File: src/rtl/avs_pkg.sv
// avs_pkg: shared constants for the aim vector scaler.
// No dependencies; imported by the interfaces and all rtl modules.
package avs_pkg;

  // Default coordinate word width (two's complement fixed point)
  localparam int unsigned WordBitsDef = 32;

endpackage

File: src/rtl/avs_div_cell.sv
// avs_div_cell: one restoring step of the quotient chain.
// Settles quotient bit STEP; depends on avs_pkg.
module avs_div_cell
  import avs_pkg::*;
#(
  parameter int unsigned WORD_BITS = WordBitsDef,
  parameter int unsigned STEP = 0,
  localparam int unsigned NW = 2 * WORD_BITS + 1
) (
  input  logic                 clk_i,
  input  logic                 en_i,
  input  logic [NW-1:0]        rem_i,
  input  logic [WORD_BITS:0]   d_i,
  input  logic [WORD_BITS-1:0] q_i,
  output logic [NW-1:0]        rem_o,
  output logic [WORD_BITS:0]   d_o,
  output logic [WORD_BITS-1:0] q_o
);
  logic [NW-1:0] dsh;
  logic          take;

  assign dsh  = NW'(d_i) << STEP;
  assign take = rem_i >= dsh;

  // Subtract the shifted divisor when it fits, set the bit
  always_ff @(posedge clk_i) begin
    if (en_i) begin
      rem_o <= take ? rem_i - dsh : rem_i;
      d_o   <= d_i;
      q_o   <= take ? (q_i | (WORD_BITS'(1) << STEP)) : q_i;
    end
  end
endmodule

File: config.mk
export PLATFORM = sky130hd
export DESIGN_NAME = avs_div_cell
export DESIGN_NICKNAME = d
export VERILOG_FILES = /design/src/rtl/avs_pkg.sv /design/src/rtl/avs_div_cell.sv
export SDC_FILE = /design/constraint.sdc
export NUM_CORES = 1
export LEC_CHECK = 0
export BUFFER_PORTS_ARGS = -buffer_cell sky130_fd_sc_hd__buf_2
export CAP_MARGIN = 10
export CORE_MARGIN = 5
export CORE_UTILIZATION = 54
export DETAILED_ROUTE_END_ITERATION = 8
export MAX_ROUTING_LAYER = met4
export PLACE_DENSITY = 0.86
export SETUP_SLACK_MARGIN = 0.05
export SLEW_MARGIN = 20
export SYNTH_ARGS = -nofsm -noshare
export SYNTH_HDL_FRONTEND = slang
export SYNTH_SLANG_ARGS = --single-unit
File: constraint.sdc
create_clock -name clk_i -period 5.85 [get_ports clk_i]
set_input_delay 0.585 -clock clk_i [delete_from_list [all_inputs] [get_ports clk_i]]
set_output_delay 0.585 -clock clk_i [all_outputs]
set_load 0.01 [all_outputs]
Yosys cells after proc, flatten, opt, wreduce, memory -nomap -nowiden
Cells that the tools add are included.
{"block": "totals", "out_inout_bits": 130, "register_bits": 130, "elab_cells": 7}
{"block": "classes", "mux": 1, "n_lt_le_gt_ge": 1, "add_sub_neg": 1}
{"op": "greater-or-equal comparator 65 x 33 -> 1 bit", "count": 1}
{"op": "two-way mux 65 bit", "count": 1}
{"op": "subtractor 65 x 33 -> 65 bit", "count": 1}

Logic depth before layout (Yosys ltp)
Gate-level depths: netlist of run 1.
{"block": "depth", "ltp_word": 2, "ltp_mapped": 14}

Worst setup path before layout of run 1
OpenSTA, ideal clock, no wires.
{"block": "synth_path", "path_type": "input port to flip-flop", "startpoint": "input port rem_i[0]", "endpoint": "register rem_o[44] (data pin)", "path_stages": 12, "required_time_ps": 5594, "path_buffers": 0, "setup_ps": 256, "arrival_time_ps": 3286, "slack_ps": 2308, "path_cell_list": "inv_1 ha_1 fa_1 nand2b_1 a21oi_1 a211oi_1 o311ai_0 a21oi_1 o21bai_1 a21oi_1 and3_1 a22o_1"}
{"block": "synth_via", "elab_chain_cells": 2, "elab_cells_between_ends": 3, "classes_between": "add/sub (1); order compare (1); mux (1)"}
{"item": "start, declared", "line_no": "avs_div_cell.sv:12", "rtl": "input logic [NW-1:0] rem_i,"}
{"item": "subtractor 65 x 33 -> 65 bit / greater-or-equal comparator 65 x 33 -> 1 bit (equally long branches)", "line_no": "avs_div_cell.sv:28, avs_div_cell.sv:23"}
{"item": "two-way mux 65 bit (*)", "line_no": "avs_div_cell.sv:28", "rtl": "rem_o <= take ? rem_i - dsh : rem_i;"}
{"item": "end signal, assigned", "line_no": "avs_div_cell.sv:28"}
{"item": "end, declared", "line_no": "avs_div_cell.sv:15", "rtl": "output logic [NW-1:0] rem_o,"}
Every way passes the cells marked *; elsewhere a longest branch is shown, timed or not.
A chain may end at the register's enable or synchronous reset.

Worst setup path after layout of run 1
Ends and elaborated chain as after synthesis.

==> results.sh, run 1 <==
export IMPL_fin_area_sq_um=9000
export IMPL_clk_path_buf_depth=2
export IMPL_dp_hpwl_microns=14700
export IMPL_initial_core_util_pct=55.3
export IMPL_m1WireLength_microns=7400
export IMPL_synth_warnings=0
export IMPL_routed_via_count=6000
export IMPL_worst_pin_slew_ps=1040
export IMPL_path_class="in -> reg"
export IMPL_grt_max_degree=81
export IMPL_maxCapViolCount=0
export IMPL_met3_length_microns=1650
export IMPL_power_density_nw_per_um2=299
export IMPL_synth_top_area_cell="edfxtp_1"
export IMPL_chipHeight_microns=124
export IMPL_synth_async_reset_ratio_pct=0
export IMPL_synthFlopType="edfxtp_1"
export IMPL_grt_overflow_total=0
export IMPL_ir_drop_mv=0.182
export IMPL_ant_nets=0
export IMPL_yosysMostFrequentCell="edfxtp_1"
export IMPL_ys_ff_latch=130
export IMPL_cts_sinks=130
export IMPL_dpl_cell_area_sq_um=8410
export IMPL_cts_setup_buffers=0
export IMPL_maxSlewViolCount=0
export IMPL_grt_usage_pct=26.1
export IMPL_hold_class="in -> reg"
export IMPL_grt_pass1_vias=5755
export IMPL_wl_per_cell_microns=18.5
export IMPL_syn_instance_count=624
export IMPL_final_util_pct=70.7
export IMPL_nets=1044
export IMPL_critPathMaxFanout=8
export IMPL_setup_viol_count_final=0
export IMPL_layout_drive_gt1_share_pct=34.5
export IMPL_hold_viol=0
export IMPL_portBuffers=261
export IMPL_syn_mean_instance_area_sq_um=11.3
export IMPL_cts_resized=0
export IMPL_clkTransAtPathRegs_ps=60
export IMPL_synthToLayoutAreaGrowth_pct=27.9
export IMPL_start_kind="input pin"
export IMPL_synth_edf_count=130
export IMPL_synth_area_leaders="edfxtp_1 (55%), ha_1 (5.9%), xnor2_1 (4.1%)"
export IMPL_core_area_sq_um=12700
export IMPL_synth_top_cell_area_share_pct=55.5
export IMPL_ys_seq_area_share_pct=55.5
export IMPL_netlist_top_cells_count="edfxtp_1 (130), a21oi_1 (52), nor2_1 (49)"
export IMPL_fp_dieW_microns=124
export IMPL_cts_hold_buf=0
export IMPL_drt_iter0_markers=560
export IMPL_rsz0062_at_grt="no"
export IMPL_period_needed_ps=4240
export IMPL_p_leak_nw=3.84
export IMPL_fmax_ghz=0.236
export IMPL_end_kind="flip-flop"
export IMPL_wl_microns=19700
export IMPL_synth_fp_nets=790
export IMPL_highest_layer="met4"
export IMPL_h_tree_depth=4
export IMPL_cts_root_buf="clkbuf_16"
export IMPL_status="finished clean"
export IMPL_drc_errors=0
export IMPL_cp_required_ps=6040
export IMPL_gp_congestion=0.967
export IMPL_grt_pass1_wl_microns=29500
export IMPL_synth_area_sq_um=7040
export IMPL_cp_arrival_ps=4430
export IMPL_hold_path_depth=1
export IMPL_rows=41
export IMPL_fin_crit_sh_pct=72.5
export IMPL_met2_length_microns=10100
export IMPL_viasPerCell=5.63
export IMPL_dr_pass1_iters=5
export IMPL_max_slew_margin_rel_pct=29.6
export IMPL_die_area_sq_um=15400
export IMPL_cts_tree="built"
export IMPL_yosysUniqueCellTypes=54
export IMPL_cts_made_buffers=17
export IMPL_io_pins=262
export IMPL_setup_tns_ps=0
export IMPL_antenna_found_initial=2
==> metrics by stage <==
step	cells	hold WS [ps]	total power (W)	setup slack [ps]
finish	1065	327	0.00269	1610
global route	1065	313	0.00281	1320
CTS	1062	314	0.00270	1760
detailed placement	1030	763	0.00168	1400
global placement	1030	761	0.00166	1550
floorplan	624	684	0.00145	2310
==> layout make-up <==
| cell class | instances | area, sq um |
|---|---|---|
| Inverter | 44 | 165 |
| Clock buffer | 17 | 425 |
| Fill cell | 911 | 3720 |
| Multi-Input combinational cell | 420 | 2800 |
| Tap cell | 172 | 215 |
| Sequential cell | 130 | 3900 |
| Timing Repair Buffer | 265 | 1340 |
| Antenna cell | 2 | 5.00 |
| Clock inverter | 15 | 146 |
==> worst max-delay path, stage by stage <==
cell      delay, ps
buf_2            90
inv_1            40
ha_1            230
fa_1            430
nand2b_1        190
a21oi_1         130
a211oi_1        110
o311ai_0        890
a21oi_1         370
o21bai_1        470
a21oi_1         350
and3_1          320
a22o_1          230
==> metal layers <==
layer | up-vias | track usage [%]
li1 | 2823 | -
met5 | - | -
met2 | 288 | 44.5
met4 | 0 | 10.2
met3 | 49 | 6.63
met1 | 2840 | 29.5
==> placed cells by master (no fill, tap or decap), drive strengths merged, types with 14 or more instances in the layout <==
master / instances
buf: 265
edfxtp: 130
a21oi: 54
inv: 51
nor2: 49
nand2: 40
xnor2: 33
ha: 33
xor2: 28
o21ai: 27
nor3: 17
clkbuf: 17
nor4: 16
nand4: 15
nand3: 14
==> registers in the layout, indices dropped and copies added, names as in the netlist <==
signal,count
d_o,33
q_o,32
rem_o,65
==> kinds of logic after synthesis <==
| logic type | share of synthesized area, % |
|---|---|
| compound gates | 11.9 |
| flops | 55.5 |
| xor+xnor | 7.59 |
| fa+ha+maj | 6.15 |
| buf+inv | 4.93 |
| simple gates | 13.9 |
==> power by group <==
group | leakage (nW) | internal [W] | switching (W)
Sequential | 1.27 | 0.00114 | 0.0000226
Clock | 0.270 | 0.000594 | 0.000432
Combinational | 2.29 | 0.000203 | 0.000299
Total | 3.84 | 0.00194 | 0.000754
==> worst paths after layout <==
check / start / endpoint / slack (ps)
worst max-delay path: rem_i[0] / rem_o[44] / 1610
worst min-delay path: q_i[6] / q_o[6] / 330
Note: power is estimated with default switching activity, not from simulation.
==> run 2, diff against run 1 <==
ABC_AREA = 1   (was default)
CORE_UTILIZATION = 48   (was 54)
PLACE_DENSITY = 0.78   (was 0.86)
clock period = 3.6 ns   (was 5.85 ns; I/O delays follow)
==> run 2 against run 1 <==
Against the previous run:
- worst hold slack worse by 220 ps
- final cell count increased by 58%
- clock-buffer cell count unchanged
- first-iteration DRC count grew 4.8%
- via count grew 40%
- routed wire length up 40%
- cell area increased by 21%
- combinational power up 97%
- sequential share of layout area down 7.6 points
- die area up 36%
- synthesized cell count grew 86%
- largest cell class is now multi-input combinational cells
- largest power group unchanged
==> results.sh, run 2 <==
export IMPL_clk_path_buf_depth=2
export IMPL_core_area_sq_um=17900
export IMPL_yosysMostFrequentCell="nand2_1"
export IMPL_viasPerCell=4.99
export IMPL_final_cell_mix="nand2_1 (427), buf_2 (260), inv_1 (211)"
export IMPL_cts_resized=0
export IMPL_maxSlewViolCount=0
export IMPL_synth_fp_nets=1329
export IMPL_period_needed_ps=2370
export IMPL_p_int_w=0.00327
export IMPL_drc_errors=0
export IMPL_syn_mean_instance_area_sq_um=7.50
export IMPL_cts_root_buf="clkbuf_16"
export IMPL_synthFlopType="edfxtp_1"
export IMPL_ys_ff_latch=130
export IMPL_dr_pass1_iters=6
export IMPL_critical_path_slowest_cell="buf_4"
export IMPL_grt_usage_pct=26.9
export IMPL_synth_warnings=0
export IMPL_power_density_nw_per_um2=432
export IMPL_synth_edf_count=130
export IMPL_status="finished clean"
export IMPL_final_common_cell="nand2_1"
export IMPL_p_sw_share_pct=30.6
export IMPL_cp_buffers_inverters=4
export IMPL_critPathMaxFanout=22
export IMPL_clockPowerShare_pct=38.9
export IMPL_grt_max_degree=82
export IMPL_hold_class="in -> reg"
export IMPL_ys_seq_area_share_pct=44.8
export IMPL_dpl_cell_area_sq_um=10300
export IMPL_synth_area_sq_um=8720
export IMPL_rsz0062_at_grt="no"
export IMPL_reg_largest_list="rem_o x65, d_o x33, q_o x32"
export IMPL_hold_viol=0
export IMPL_setup_viol_count_final=0
export IMPL_synthToLayoutAreaGrowth_pct=25.1
export IMPL_antenna_found_initial=0
export IMPL_max_slew_margin_rel_pct=49.1
export IMPL_portBuffers=261
export IMPL_routed_via_count=8384
export IMPL_p_seq_share_pct=40.1
export IMPL_cts_hold_buf=0
export IMPL_yosysUniqueCellTypes=34
export IMPL_switchingPower_w=0.00144
export IMPL_synth_area_leaders="edfxtp_1 (45%), nand2_1 (18%), inv_1 (9.1%)"
export IMPL_setup_tns_ps=0
export IMPL_wl_microns=27600
export IMPL_io_pins=262
export IMPL_h_tree_depth=4
export IMPL_grt_pass1_wl_microns=42100
export IMPL_fillCellCount=1643
export IMPL_antennaDiodeCount=0
export IMPL_ant_nets=0
export IMPL_worst_pin_slew_ps=764
export IMPL_dp_hpwl_microns=22400
export IMPL_synth_async_reset_ratio_pct=0
export IMPL_clkTransAtPathRegs_ps=60
export IMPL_regMostFlops="rem_o"
export IMPL_synth_top_cell_area_share_pct=44.8
export IMPL_fin_crit_sh_pct=66.0
export IMPL_grt_overflow_total=0
export IMPL_ir_drop_mv=0.364
export IMPL_cts_setup_buffers=0
export IMPL_die_area_sq_um=21000
export IMPL_largest_register_ffs=65
export IMPL_start_kind="input pin"
export IMPL_p_leak_nw=5.44
export IMPL_power_w=0.00471
export IMPL_netlist_top_cells_count="nand2_1 (427), inv_1 (211), edfxtp_1 (130)"
export IMPL_path_class="in -> reg"
export IMPL_rows=49
export IMPL_syn_instance_count=1163
export IMPL_drt_iter0_markers=587
export IMPL_cts_made_buffers=17
export IMPL_initial_core_util_pct=48.7
export IMPL_crit_family="compound AO/OA/AOI/OAI gates"
export IMPL_hp_start="q_i[13]"
export IMPL_fin_area_sq_um=10900
export IMPL_cpPeakStageDelay_ps=360
export IMPL_synth_top_area_cell="edfxtp_1"
export IMPL_grt_pass1_vias=8011
export IMPL_end_kind="flip-flop"
export IMPL_cp_required_ps=3760
export IMPL_nets=1603
export IMPL_chipHeight_microns=145
export IMPL_fp_dieW_microns=145
export IMPL_power_frac_comb_pct=21.0
export IMPL_gp_congestion=0.955
export IMPL_fmax_ghz=0.421
export IMPL_cp_arrival_ps=2530
export IMPL_cp_cell_sequence="buf_2 -> inv_1 -> ha_1 -> nand2_1 -> inv_1 -> a21oi_1 -> o21ai_1 -> a21oi_2 -> nand2_4 -> nor2_8 -> buf_4 -> a21oi_1"
export IMPL_wl_per_cell_microns=16.5
export IMPL_cts_tree="built"
export IMPL_cp_startpoint="d_i[28]"
export IMPL_cts_sinks=130
export IMPL_fin_hold_ws_ps=106
export IMPL_layout_drive_gt1_share_pct=23.3
export IMPL_maxCapViolCount=0
==> run 2: cell count changes after synthesis, sizes merged, moves of 13 or more <==
cell    before  now
xor2        28   15
xnor2       33   16
nand2       40  436
clkbuf      20    0
inv         44  214
nand3       14   56
nor2        49  116
==> run 2: metal layers <==
metal	global-route usage [%]	part of all wire [%]	up-vias
li1	-	-	4228
met1	35.8	44	3800
met2	42.8	47	322
met3	4.34	7.6	34
met4	7.36	1.9	0
met5	-	0	-
==> run 2: layout make-up <==
cell class	instances	area, sq um	area share [%]
clock inverter	15	189	1.73
inverter	214	803	7.36
clock buffer	17	425	3.90
timing repair buffer	265	1370	12.5
tap	229	287	2.63
sequential	130	3900	35.8
multi-input combinational	809	3940	36.1
==> run 2: kinds of logic (layout without fill, tap and decap cells) <==
logic type,after synthesis,after routing,synth area share [%]
and+or+nand+nor,649,649,30.9
buffers and inverters,224,511,10.1
DFF,130,130,44.8
AOI/OAI and AO/OA,95,95,6.21
adders and majority gates,34,34,4.96
xor gates and xnor gates,31,31,3.11
==> run 2: power by group through the flow <==
stage	Combinational (W)	Sequential [W]	Clock, W
after global placement	0.000971	0.00192	0
after CTS	0.000991	0.00189	0.00185
final	0.000989	0.00189	0.00183
after floorplan	0.000460	0.00201	0
after global routing	0.00109	0.00190	0.00192
after detailed placement	0.000981	0.00192	0
==> run 2: final timing paths <==
| kind | to | slack, ps | cells after the start |
|---|---|---|---|
| max | rem_o[34] | 1230 | 12 |
| min | q_o[13] | 110 | 1 |
==> run 2: metrics by stage <==
step | std cells | util (%) | setup WS (ps)
2_1_floorplan | 1163 | - | 1460
3_3_place_gp | 1647 | 57.5 | 907
3_5_place_dp | 1647 | 57.5 | 844
4_1_cts | 1679 | 61.0 | 1250
5_1_grt | 1679 | 61.0 | 1070
6_report | 1679 | 61.0 | 1230
==> run 3, diff against run 2 <==
CORE_UTILIZATION = 53   (was 48)
PLACE_DENSITY = 0.82   (was 0.78)
clock period = 2.25 ns   (was 3.6 ns; I/O delays follow)
==> run 3 against run 2 <==
Against the previous run:
- the run now ends with negative setup slack left
- total power rose by 68%
- core utilization grew 17 points
- cell area rose by 16%
- die area shrank 8.8%
- worst setup slack worse by 1200 ps
- non-clock buffer count is 220 higher
- routed wire length is 33% higher
- critical path depth is 3 higher
- critical path type unchanged
==> results.sh, run 3 (same netlist as run 2, synthesis figures left out) <==
export IMPL_p_leak_nw=6.45
export IMPL_maxSlewViolCount=0
export IMPL_wl_microns=36600
export IMPL_setup_tns_ps=-17.9
export IMPL_final_cell_mix="nand2_1 (426), buf_2 (260), inv_1 (211)"
export IMPL_fp_dieW_microns=138
export IMPL_rsz0062_at_grt="yes"
export IMPL_end_kind="flip-flop"
export IMPL_cp_required_ps=2450
export IMPL_cp_cell_sequence="buf_2 -> inv_1 -> ha_1 -> nand2_1 -> inv_1 -> nand2_1 -> nand3_1 -> inv_1 -> nand2_4 -> nand2_2 -> buf_4 -> nand3_2 -> buf_4 -> nand2_1 -> nand2_1"
export IMPL_critPathMaxFanout=7
export IMPL_drc_errors=0
export IMPL_crit_family="simple AND/OR/NAND/NOR gates"
export IMPL_cp_arrival_ps=2460
export IMPL_hp_start="d_i[24]"
export IMPL_power_density_nw_per_um2=624
export IMPL_dp_hpwl_microns=25100
export IMPL_path_class="in -> reg"
export IMPL_holdPathEnd="d_o[24]"
export IMPL_period_needed_ps=2270
export IMPL_portBuffers=261
export IMPL_post_place_ws_ps=-213
export IMPL_h_tree_depth=4
export IMPL_setup_viol_count_final=1
export IMPL_hold_class="in -> reg"
export IMPL_start_kind="input pin"
export IMPL_nets=1823
export IMPL_maxCapViolCount=0
export IMPL_dp_cells=1802
export IMPL_gp_congestion=0.986
export IMPL_cp_buffers_inverters=6
export IMPL_grt_usage_pct=38.2
export IMPL_chipHeight_microns=138
export IMPL_core_area_sq_um=16300
export IMPL_rows=47
export IMPL_ir_drop_mv=0.442
export IMPL_grt_max_degree=50
export IMPL_stdcell_count=1892
export IMPL_fin_crit_sh_pct=101
export IMPL_grt_pass1_vias=10100
export IMPL_crit_top_cell="nand2_1"
export IMPL_hold_viol=0
export IMPL_reg_largest_list="rem_o x65, d_o x33, q_o x32"
export IMPL_regMostFlops="rem_o"
export IMPL_grt_overflow_total=0
export IMPL_io_pins=262
export IMPL_dr_pass1_iters=9
export IMPL_ant_nets=0
export IMPL_cts_tree="built"
export IMPL_fmax_ghz=0.441
export IMPL_final_common_cell="nand2_1"
export IMPL_status="finished with violations"
export IMPL_cts_made_buffers=17
export IMPL_cpPeakStageDelay_ps=380
export IMPL_max_slew_margin_rel_pct=71.1
export IMPL_fillCellCount=1155
export IMPL_layout_setup_ws_ps=-17.9
export IMPL_layout_drive_gt1_share_pct=30.2
export IMPL_clk_path_buf_depth=2
export IMPL_gr_max_usage_layer="met2"
export IMPL_critical_path_slowest_cell="ha_1"
export IMPL_grt_pass1_wl_microns=56000
export IMPL_final_util_pct=77.6
export IMPL_synthToLayoutAreaGrowth_pct=45.5
export IMPL_cts_sinks=130
export IMPL_clkTransAtPathRegs_ps=70
export IMPL_initial_core_util_pct=53.4
export IMPL_use_met1_pct=45.9
export IMPL_routed_via_count=10300
export IMPL_die_area_sq_um=19100
export IMPL_power_w=0.00792
export IMPL_grt_use_met2_pct=64.3
export IMPL_worst_pin_slew_ps=430
export IMPL_failed_checks="negative setup slack"
export IMPL_viasPerCell=5.43
export IMPL_drt_iter0_markers=1233
export IMPL_largest_register_ffs=65
export IMPL_hold_path_depth=1
export IMPL_cts_setup_buffers=0
export IMPL_antenna_found_initial=1
export IMPL_wl_per_cell_microns=19.4
export IMPL_grt_met3_usage_pct=7.63
export IMPL_cts_root_buf="clkbuf_16"
run 3: worst max path at each step:
stage          startpoint         to  slack [ps]  cells after the start
3_5_place_dp     rem_i[0]  rem_o[62]        -210                     14
3_3_place_gp     rem_i[0]  rem_o[62]        -200                     14
5_1_grt           d_i[20]  rem_o[27]          20                     12
6_report          d_i[16]  rem_o[24]         -20                     15
2_1_floorplan     d_i[32]  rem_o[52]         250                     12
4_1_cts         rem_i[29]  rem_o[43]         210                     13
run 3: where the power goes:
| part | switching [W] | internal, W | total, W |
|---|---|---|---|
| sequential | 0.0000784 | 0.00297 | 0.00305 |
| combinational | 0.00123 | 0.000872 | 0.00210 |
| clock | 0.00131 | 0.00146 | 0.00277 |
| total | 0.00262 | 0.00530 | 0.00792 |
run 3: routing by layer:
layer,wire length [microns],vias to the layer above,share of wire [%]
met2,17500,776,48
met1,13700,4665,37
met4,1590,0,4.3
met3,3850,163,10
met5,0,-,0
li1,-,4665,-
run 3: final cells by class:
class | instances | area (sq um) | share of cell area [%]
multi-input combinational | 809 | 3940 | 31.1
sequential | 130 | 3900 | 30.8
timing repair buffer | 485 | 3200 | 25.2
inverter | 214 | 803 | 6.33
clock buffer | 17 | 425 | 3.35
tap | 220 | 275 | 2.17
clock inverter | 15 | 134 | 1.05
antenna | 2 | 5.00 | 0.0394
run 3: what timing repair did:
item                                   CTS  global route
endpoints found under the hold margin   55             1
hold buffers                            55             1
setup endpoints to repair                0            26
resized for setup                        0             5
run 3: stage by stage:
step / hold WS [ps] / area (sq um)
6_report: 3.66 / 12700
5_1_grt: 5.41 / 12700
4_1_cts: 0.0479 / 12700
3_5_place_dp: 404 / 11600
3_3_place_gp: 401 / 11600
2_1_floorplan: 324 / 8720
